[src/hw/rtl/ltg_pkg.sv]
// shared constants, codes and types of the toroidal life generation core
// used by every module of the block, depends on nothing else

package ltg_pkg;

   // default store geometry
   localparam int DEF_MAX_ROWS = 64;
   localparam int DEF_MAX_COLS = 64;

   // fixed field widths of the request, response and csr words
   localparam int ROW_SEL_W = 6;
   localparam int CELLS_W   = 64;
   localparam int CFG_W     = 7;
   localparam int CSR_IDX_W = 1;

   // csr register indexes
   localparam logic [CSR_IDX_W-1:0] CSR_ROWS_IN_USE = 1'd0;
   localparam logic [CSR_IDX_W-1:0] CSR_COLS_IN_USE = 1'd1;

   // reset value of both size registers
   localparam logic [CFG_W-1:0] CFG_SIZE_RESET = 7'd64;

   // request function codes
   localparam logic FUNC_LOAD = 1'b0;
   localparam logic FUNC_STEP = 1'b1;

   // life rule b3/s23, eight neighbors need a four bit count
   localparam int                   NBR_CNT_W     = 4;
   localparam logic [NBR_CNT_W-1:0] NBR_CNT_BIRTH = 4'd3;
   localparam logic [NBR_CNT_W-1:0] NBR_CNT_KEEP  = 4'd2;

   // one cell and its eight wrapped neighbors
   typedef struct packed {
      logic up_l;
      logic up_c;
      logic up_r;
      logic mid_l;
      logic mid_c;
      logic mid_r;
      logic dn_l;
      logic dn_c;
      logic dn_r;
   } ltg_nbhd_type;

endpackage

[src/hw/rtl/ltg_lane.sv]
// one cell lane: counts live neighbors and applies the b3/s23 rule
// depends on ltg_pkg for the neighborhood type and rule constants

module ltg_lane (
   input  ltg_pkg::ltg_nbhd_type nbhd,
   output logic                  alive
);

   logic [ltg_pkg::NBR_CNT_W-1:0] count;

   always_comb begin
      count = ltg_pkg::NBR_CNT_W'(nbhd.up_l)  + ltg_pkg::NBR_CNT_W'(nbhd.up_c)
            + ltg_pkg::NBR_CNT_W'(nbhd.up_r)  + ltg_pkg::NBR_CNT_W'(nbhd.mid_l)
            + ltg_pkg::NBR_CNT_W'(nbhd.mid_r) + ltg_pkg::NBR_CNT_W'(nbhd.dn_l)
            + ltg_pkg::NBR_CNT_W'(nbhd.dn_c)  + ltg_pkg::NBR_CNT_W'(nbhd.dn_r);
      alive = (count == ltg_pkg::NBR_CNT_BIRTH)
           || ((count == ltg_pkg::NBR_CNT_KEEP) && nbhd.mid_c);
   end

endmodule

[src/hw/rtl/ltg_row_unit.sv]
// row unit: wraps the three window rows around the column count, runs one
// lane per column and merges the lanes into the new row and its change flag
// depends on ltg_pkg and ltg_lane

module ltg_row_unit #(
   parameter int MAX_COLS = ltg_pkg::DEF_MAX_COLS
) (
   input  logic [$clog2(MAX_COLS+1)-1:0] cols_eff,
   input  logic [MAX_COLS-1:0]           up_row,
   input  logic [MAX_COLS-1:0]           mid_row,
   input  logic [MAX_COLS-1:0]           dn_row,
   output logic [MAX_COLS-1:0]           new_row,
   output logic                          changed
);

   localparam int CCW = $clog2(MAX_COLS+1);
   localparam int CIW = $clog2(MAX_COLS);

   logic [CCW-1:0]      wrap_full;
   logic [CIW-1:0]      wrap_idx;
   logic [MAX_COLS-1:0] up_l, up_r, mid_l, mid_r, dn_l, dn_r;
   logic [MAX_COLS-1:0] lane_alive;
   logic [MAX_COLS-1:0] col_in_use;

   // last column in use, left neighbor of column zero
   assign wrap_full = cols_eff - CCW'(1);
   assign wrap_idx  = wrap_full[CIW-1:0];

   for (genvar j = 0; j < MAX_COLS; j++) begin : g_col
      ltg_pkg::ltg_nbhd_type nb;

      assign col_in_use[j] = (CCW'(j) < cols_eff);

      if (j == 0) begin : g_left_wrap
         assign up_l[j]  = up_row[wrap_idx];
         assign mid_l[j] = mid_row[wrap_idx];
         assign dn_l[j]  = dn_row[wrap_idx];
      end else begin : g_left
         assign up_l[j]  = up_row[j-1];
         assign mid_l[j] = mid_row[j-1];
         assign dn_l[j]  = dn_row[j-1];
      end

      if (j == MAX_COLS-1) begin : g_right_wrap
         assign up_r[j]  = up_row[0];
         assign mid_r[j] = mid_row[0];
         assign dn_r[j]  = dn_row[0];
      end else begin : g_right
         // the last column in use wraps to column zero
         assign up_r[j]  = (CCW'(j+1) == cols_eff) ? up_row[0]  : up_row[j+1];
         assign mid_r[j] = (CCW'(j+1) == cols_eff) ? mid_row[0] : mid_row[j+1];
         assign dn_r[j]  = (CCW'(j+1) == cols_eff) ? dn_row[0]  : dn_row[j+1];
      end

      assign nb.up_l  = up_l[j];
      assign nb.up_c  = up_row[j];
      assign nb.up_r  = up_r[j];
      assign nb.mid_l = mid_l[j];
      assign nb.mid_c = mid_row[j];
      assign nb.mid_r = mid_r[j];
      assign nb.dn_l  = dn_l[j];
      assign nb.dn_c  = dn_row[j];
      assign nb.dn_r  = dn_r[j];

      ltg_lane u_lane (
         .nbhd  (nb),
         .alive (lane_alive[j])
      );
   end

   // merge: columns past the count stay dead, compare against the old row
   assign new_row = lane_alive & col_in_use;
   assign changed = (new_row != mid_row);

endmodule
[config.mk]
export PLATFORM = sky130hd
export DESIGN_NAME = ltg_row_unit
export DESIGN_NICKNAME = d
export VERILOG_FILES = /design/src/hw/rtl/ltg_pkg.sv /design/src/hw/rtl/ltg_lane.sv /design/src/hw/rtl/ltg_row_unit.sv
export SDC_FILE = /design/constraint.sdc
export NUM_CORES = 1
export LEC_CHECK = 0
export BUFFER_PORTS_ARGS = -buffer_cell sky130_fd_sc_hd__buf_2
export CAP_MARGIN = 25
export CORE_MARGIN = 3
export CORE_UTILIZATION = 40
export DETAILED_ROUTE_END_ITERATION = 12
export SLEW_MARGIN = 20
export SYNTH_ARGS = -nofsm -noshare
export SYNTH_HDL_FRONTEND = slang
export SYNTH_HIERARCHICAL = 1
export SYNTH_SLANG_ARGS = --single-unit
export TNS_END_PERCENT = 50
[constraint.sdc]
create_clock -name vclk -period 26.9
set_input_delay 5.38 -clock vclk [all_inputs]
set_output_delay 5.38 -clock vclk [all_outputs]
set_load 0.05 [all_outputs]
[After elaboration in Yosys (flattened, before gate mapping)]
Cells that the tools add are included.
Widths: inputs -> output; s select.
Storage, ports and cells
  flip-flop bits (word level): 0
  bits in latches: 0
  bits in read-only memories: 0
  input bits: 199
  logic and storage cells: 1030
  bits in writable memories: 0
  memories: 0
  output and inout bits: 65
Cells by class
  equality and inequality tests: 192
  muxes and demuxes: 195
  bitwise gates (word level): 1
  multiply operators: 0
  order comparisons: 65
  divide/modulo/power cells: 0
  shift operators: 0
  reductions and logical operators: 128
  add/sub/neg operators: 449
Operator list (count)
  $add 4x1->4: 384
  $eq 4x2->1 const B: 128
  $eq 6x7->1 const A: 32
  $lt 6x7->1 const A: 32
  $mux 1: 192
  $add 1x1->2: 64
  $eq 5x7->1 const A: 16
  $lt 5x7->1 const A: 16
  $and 64x64->64: 1
  $logic_and 1x1->1: 64
  $logic_or 1x1->1: 64
  $ne 64x64->1: 1
  $eq 4x7->1 const A: 8
  $lt 4x7->1 const A: 8
  $eq 3x7->1 const A: 4
  $lt 3x7->1 const A: 4
  $bmux 1 s6: 3
  $eq 2x7->1 const A: 2
  $lt 1x7->1 const A: 2
  $lt 2x7->1 const A: 2
  $eq 1x7->1 const A: 1
  $lt 6x7->1 const B: 1
  $sub 6x1->6 const B: 1

[Longest topological paths before layout]
Gate-level depths: netlist of run 1.
  depth after elaboration: 15
  depth in mapped cells: 27
  gate-level depth less buffers: 22

[Modules after synthesis]
Netlist of run 1, hierarchy kept.
By module, submodules not included
  ltg_lane at g_col[0].u_lane ...: cells an instance 23, area each 185.2 um^2, times used 41
  ltg_row_unit: cells an instance 800, area each 6326.1 um^2, times used 1
  ltg_lane at g_col[1].u_lane ...: cells an instance 23, area each 200.2 um^2, times used 23

[Worst setup path before layout of run 1]
OpenSTA, ideal clock, no wires.
  path kind: input to output
  start point: input port cols_eff[0]
  end point: output port changed
  buffers on the path: 5
  arrival time: 11.949 ns
  path slack: 9.571 ns
  data required time: 21.520 ns
  cell stages on the path: 25
  cells stage by stage: buf_4 -> buf_6 -> buf_4 -> buf_2 -> inv_1 -> ha_1 -> clkbuf_1 -> nand2_1 -> nor2_1 -> mux2_2 -> inv_1 -> fa_1 -> fa_1 -> fa_1 -> inv_1 -> ha_1 -> fa_1 -> or2_0 -> a21oi_1 -> a21boi_0 -> xnor2_1 -> o2111a_1 -> nand4b_1 -> nor4_1 -> nand4_1
RTL lines
  from (decl): RTL line ltg_row_unit.sv:8  | input logic [$clog2(MAX_COLS+1)-1:0] cols_eff,
  to (decl): RTL line ltg_row_unit.sv:13  | output logic changed

[Worst setup path in the final report of run 1]
  start point: input port cols_eff[0]
  end point: output port changed
RTL lines
  $eq 6x7->1 *: RTL line ltg_row_unit.sv:52  | assign dn_r[j] = (CCW'(j+1) == cols_eff) ? dn_row[0] : dn_row[j+1];
  $mux 1 *: RTL line ltg_row_unit.sv:52
  named net dn_r[34]: RTL line ltg_row_unit.sv:21  | logic [MAX_COLS-1:0] up_l, up_r, mid_l, mid_r, dn_l, dn_r;
  $add 4x1->4 *: RTL line ltg_lane.sv:15  | + ltg_pkg::NBR_CNT_W'(nbhd.dn_c) + ltg_pkg::NBR_CNT_W'(nbhd.dn_r);
  $eq 4x2->1: RTL line ltg_lane.sv:17  | || ((count == ltg_pkg::NBR_CNT_KEEP) && nbhd.mid_c);
  $logic_and 1x1->1: RTL line ltg_lane.sv:17
  $logic_or 1x1->1 *: RTL line ltg_lane.sv:17
  named net lane_alive[34]: RTL line ltg_row_unit.sv:22  | logic [MAX_COLS-1:0] lane_alive;
  $and 64x64->64 *: RTL line ltg_row_unit.sv:72  | assign new_row = lane_alive & col_in_use;
  $ne 64x64->1 *: RTL line ltg_row_unit.sv:73  | assign changed = (new_row != mid_row);
The timed path passes the listed nets; every way through them passes the cells marked *. The select of a mux whose other input is x is not followed.

==> results.json, run 1 <==
{
  "outcome": "complete, no violations",
  "wl_per_cell_um": 23.5,
  "synth_nets": 2923,
  "drv_slew": 0,
  "coreArea_mm2": 0.0456,
  "yosysWarnings": 6,
  "required_ps": 21520,
  "hold_path_startpoint": "mid_row[29]",
  "ioPinCount": 264,
  "finalCritPeriodShare_pct": 67.6,
  "antenna_found_initial": 4,
  "grt_use_total_pct": 29.1,
  "setup_tns_ps": 0,
  "synth_area_leaders": "fa_1 (28%), inv_1 (15%), ha_1 (13%)",
  "post_cts_buffers": 0,
  "regArea_um2": 0,
  "arrival_ps": 12790,
  "path_class": "input pin to output pin",
  "die_w_um": 221,
  "grt_pass1_vias": 18000,
  "synth_cells": 2272,
  "setup_viol": 0,
  "slew_headroom_pct": 28.4,
  "seq_cell_count": 0,
  "seq_area_frac_synth_pct": 0,
  "hold_class": "input pin to output pin",
  "drt-initial-drc-count": 1372,
  "overflow": 0,
  "grt_pass1_wl_um": 110000,
  "yosys.area.top_type_share_pct": 27.7,
  "routed_wirelength_um": 72800,
  "dr.pass1.iters": 5,
  "syn_area_mm2": 0.0185,
  "die_y_um": 221,
  "syn_area_per_cell_um2": 8.15,
  "fmax_mhz": 55.0,
  "core.rowCount": 78,
  "nClkBuffers": 0,
  "io_buffer_count": 264,
  "rsz0062_at_grt": "no",
  "drc": 0,
  "nets": 3145,
  "min_path_cells": 5,
  "ys_types": 69,
  "die-area_mm2": 0.0489,
  "grt_max_degree": 44,
  "drive_gt1_share_pct": 21.3,
  "yosysMostFrequentCell": "inv_1",
  "gp_congestion": 1.03,
  "hold_viol": 0,
  "antenna_left": 0,
  "hold_end": "new_row[29]",
  "period_needed_ps": 18170,
  "vias": 17300,
  "worstMarginPinSlew_ps": 1050,
  "startpoint_type": "input pin",
  "start_util_pct": 40.6,
  "dp.final_hpwl_um": 61000,
  "synth_top_cell_by_area": "fa_1",
  "cp-end-kind": "output pin",
  "worstPathMaxFanout": 40,
  "cts_hold_buf": 0,
  "cap_violations": 0,
  "cts_resized": 0,
  "routed_via_density": 5.60,
  "synth_commonest_cells": "inv_1 (742), fa_1 (256), ha_1 (196)",
  "syn_to_final_growth_pct": 10.6,
  "final_util_pct": 44.9
}
-- stage by stage --
step	setup slack [ps]	cells	cell area [µm²]	hold WS [ps]
after floorplan	9570	2272	18500	11160
after global placement	8690	3090	20400	11450
after detailed placement	8870	3091	20500	11450
after CTS	8860	3091	20500	11450
after global routing	8570	3094	20500	11500
final	8730	3095	20500	11440
-- worst max-delay path: stages --
cell and delay, ps:
buf_4 570, buf_4 600, nand2_1 160, nor3_1 800, nand2_1 280, mux2_2 290, inv_1 60, fa_1 550
fa_1 430, fa_1 490, inv_1 50, ha_1 200, fa_1 380, or2_0 210, a21oi_1 340, o22ai_1 150
nor3_1 200, nand4_1 130, or4_1 410, nor4_1 460, nand4_1 280, buf_2 290
-- per-layer routing --
layer / GRT usage (%) / share of wire [%]
met1: 39.2 / 41
met2: 48.5 / 47
met3: 4.51 / 8.2
met4: 9.02 / 3.9
met5: 0 / 0.030
-- cell usage in the layout (no fill, tap or decap), types with 10 or more instances in the layout --
cell type and n:
a211oi_2 23, a21boi_0 11, a21oi_1 109, and2_1 15
buf_2 264, buf_4 20, fa_1 256, ha_1 195
inv_1 742, mux2_2 156, mux4_2 60, nand2_1 94
nand3_1 59, nand3b_1 25, nand4_1 10, nor2_1 64
nor2b_1 14, nor3_1 16, o211a_1 25, o21a_1 13
o21ai_0 120, o22ai_1 11, or2_0 41, or2_1 24
xnor2_1 18, xor2_1 11
-- cells by family after synthesis --
| logic type | synth area share [%] |
|---|---|
| AOI/OAI and AO/OA | 13.1 |
| xor gates and xnor gates | 1.37 |
| adders and majority gates | 40.9 |
| buffers and inverters | 16.6 |
| muxes | 16.9 |
| and+or+nand+nor | 11.1 |
-- cell type report --
type | count | area [µm²]
fill | 4606 | 25100
multi-input combinational | 1464 | 15400
inverter | 743 | 2790
timing repair buffer | 285 | 1490
tap | 600 | 751
antenna | 3 | 7.51
-- worst max-delay path by stage --
stage                            from       to  cells past startpoint  slack (ps)
after floorplan           cols_eff[0]  changed                     25        9570
after global placement    cols_eff[0]  changed                     21        8690
after detailed placement  cols_eff[0]  changed                     22        8870
after CTS                 cols_eff[0]  changed                     22        8860
after global routing      cols_eff[0]  changed                     22        8570
final                     cols_eff[0]  changed                     22        8730
==> inputs of run 2 (changes only) <==
--- a/config.mk
+++ b/config.mk
@@ -5,6 +5,7 @@
 export SDC_FILE = /design/constraint.sdc
 export NUM_CORES = 1
 export LEC_CHECK = 0
+export ABC_AREA = 1
 export BUFFER_PORTS_ARGS = -buffer_cell sky130_fd_sc_hd__buf_2
 export CAP_MARGIN = 25
 export CORE_MARGIN = 3
==> constraint.sdc (replaced) <==
create_clock -name vclk -period 16.9
set_input_delay 3.38 -clock vclk [all_inputs]
set_output_delay 3.38 -clock vclk [all_outputs]
set_load 0.05 [all_outputs]
==> results.json, run 2 <==
{
  "period_needed_ps": 13220,
  "path_class": "input pin to output pin",
  "cts_hold_buf": 0,
  "layout_common_cells": "inv_1 (1104), nand2_1 (679), o21ai_0 (291)",
  "drc": 0,
  "die_w_um": 225,
  "die-area_mm2": 0.0507,
  "io_buffer_count": 264,
  "antenna_left": 0,
  "p_per_area_mw_per_mm2": 65.1,
  "seq_area_frac_synth_pct": 0,
  "worstPathMaxFanout": 49,
  "worst_path_max_delay_cell": "nor2_1",
  "drt-initial-drc-count": 1318,
  "grt_pass1_wl_um": 101000,
  "required_ps": 13520,
  "max-vdd-ir-drop_mv": 0.0417,
  "slew_headroom_pct": 37.6,
  "rsz0062_at_grt": "no",
  "yosysWarnings": 6,
  "syn_to_final_growth_pct": 9.83,
  "dp.final_hpwl_um": 53500,
  "ioPinCount": 264,
  "cap_violations": 0,
  "grt_use_total_pct": 25.2,
  "syn_area_mm2": 0.0192,
  "grt_use_met2_pct": 42.4,
  "hold_class": "input pin to output pin",
  "path_buf_inv": 7,
  "drive_gt1_share_pct": 9.10,
  "synth_nets": 3863,
  "gp_congestion": 0.938,
  "routed_wirelength_um": 64400,
  "synth_cells": 3212,
  "slowest_delay_ps": 630,
  "yosys.area.top_type_share_pct": 26.7,
  "arrival_ps": 9840,
  "synth_commonest_cells": "inv_1 (1107), nand2_1 (679), o21ai_0 (291)",
  "synth_area_leaders": "fa_1 (27%), inv_1 (22%), nand2_1 (13%)",
  "yosysMostFrequentCell": "inv_1",
  "seq_cell_count": 0,
  "p_leak_uw": 0.0134,
  "ys_types": 33,
  "antenna_found_initial": 5,
  "worstMarginPinSlew_ps": 932,
  "fmax_mhz": 75.6,
  "grt.met3_usage_pct": 2.44,
  "synth_top_cell_by_area": "fa_1",
  "grt_max_degree": 70,
  "cp-end-kind": "output pin",
  "regArea_um2": 0,
  "vias": 19400,
  "outcome": "complete, no violations",
  "nClkBuffers": 0,
  "coreArea_mm2": 0.0470,
  "post_cts_buffers": 0,
  "core.rowCount": 79,
  "final_util_pct": 44.9,
  "hold_viol": 0,
  "syn_area_per_cell_um2": 5.98,
  "nFillCells": 5196,
  "start_util_pct": 40.9,
  "dr.pass1.iters": 6,
  "mostFrequentLayoutCell": "inv_1",
  "use_met1_pct": 35.5,
  "grt_pass1_vias": 18300,
  "drv_slew": 0,
  "cts_resized": 0,
  "routed_via_density": 4.82,
  "setup_tns_ps": 0,
  "crit_path_frequent_cell": "nand2_1",
  "grt-busiest-layer": "met2",
  "die_y_um": 225,
  "finalCritPeriodShare_pct": 78.2,
  "nets": 4072,
  "overflow": 0,
  "power_uw": 1370,
  "wl_per_cell_um": 16.0,
  "startpoint_type": "input pin",
  "crit_family": "adder cells",
  "setup_viol": 0
}
[run 2: cell count changes after synthesis, moves of 23 or more]
| cell | previous run | this run |
|---|---|---|
| nand2_1 | 94 | 679 |
| inv_1 | 742 | 1107 |
| o21ai_0 | 120 | 291 |
| mux2_2 | 156 | 0 |
| nand3_1 | 59 | 204 |
| nor2_1 | 64 | 181 |
| mux4_2 | 60 | 0 |
| or2_0 | 41 | 0 |
| o211ai_1 | 2 | 40 |
| o211a_1 | 25 | 0 |
| or2_1 | 24 | 0 |
| a211oi_2 | 23 | 0 |
[run 2: layer usage]
metal  up-vias  part of all wire [%]
met3        79                   7.0
met1      8872                    45
met5         -                 0.053
met2       604                    45
met4         6                   2.5
li1       9855                     -
[run 2: layout make-up]
| cell class | instances | area (µm²) | share of cell area [%] |
|---|---|---|---|
| antenna | 1 | 2.50 | 0.0119 |
| inverter | 1116 | 4190 | 19.9 |
| multi-input combinational | 2027 | 14700 | 69.8 |
| tap | 607 | 759 | 3.60 |
| timing repair buffer | 276 | 1430 | 6.76 |
[run 2: cell families (layout without fill, tap and decap cells)]
group / after synthesis / after routing / synth area share, %
compound gates: 445 / 445 / 12.3
xor+xnor: 12 / 12 / 0.547
fa+ha+maj: 452 / 452 / 39.5
buf+inv: 1185 / 1392 / 23.5
other cells: 0 / 1 / 0
simple gates: 1118 / 1118 / 24.2
[run 2: final timing paths]
path	start	end	cells past startpoint
setup / recovery	cols_eff[0]	changed	28
hold / removal	mid_row[55]	new_row[55]	8
[run 2: metrics by stage]
step / cells / hold slack [ps] / worst slack [ps] / cell area, µm²
final: 4027 / 7430 / 3680 / 21100
after global routing: 4027 / 7430 / 3190 / 21100
after CTS: 4025 / 7430 / 3800 / 21100
after detailed placement: 4025 / 7430 / 3800 / 21100
after global placement: 4024 / 7410 / 3880 / 21100
after floorplan: 3212 / 7150 / 4770 / 19200
[run 2: power breakdown]
group	leakage [µW]	switching, µW	internal, µW	total [µW]
Clock	0.00000000634	0	0.00000792	0.00000793
Sequential	0	0	0	0
Combinational	0.0134	894	479	1370
Total	0.0134	894	479	1370
Note: power is estimated with default switching activity, not from simulation.
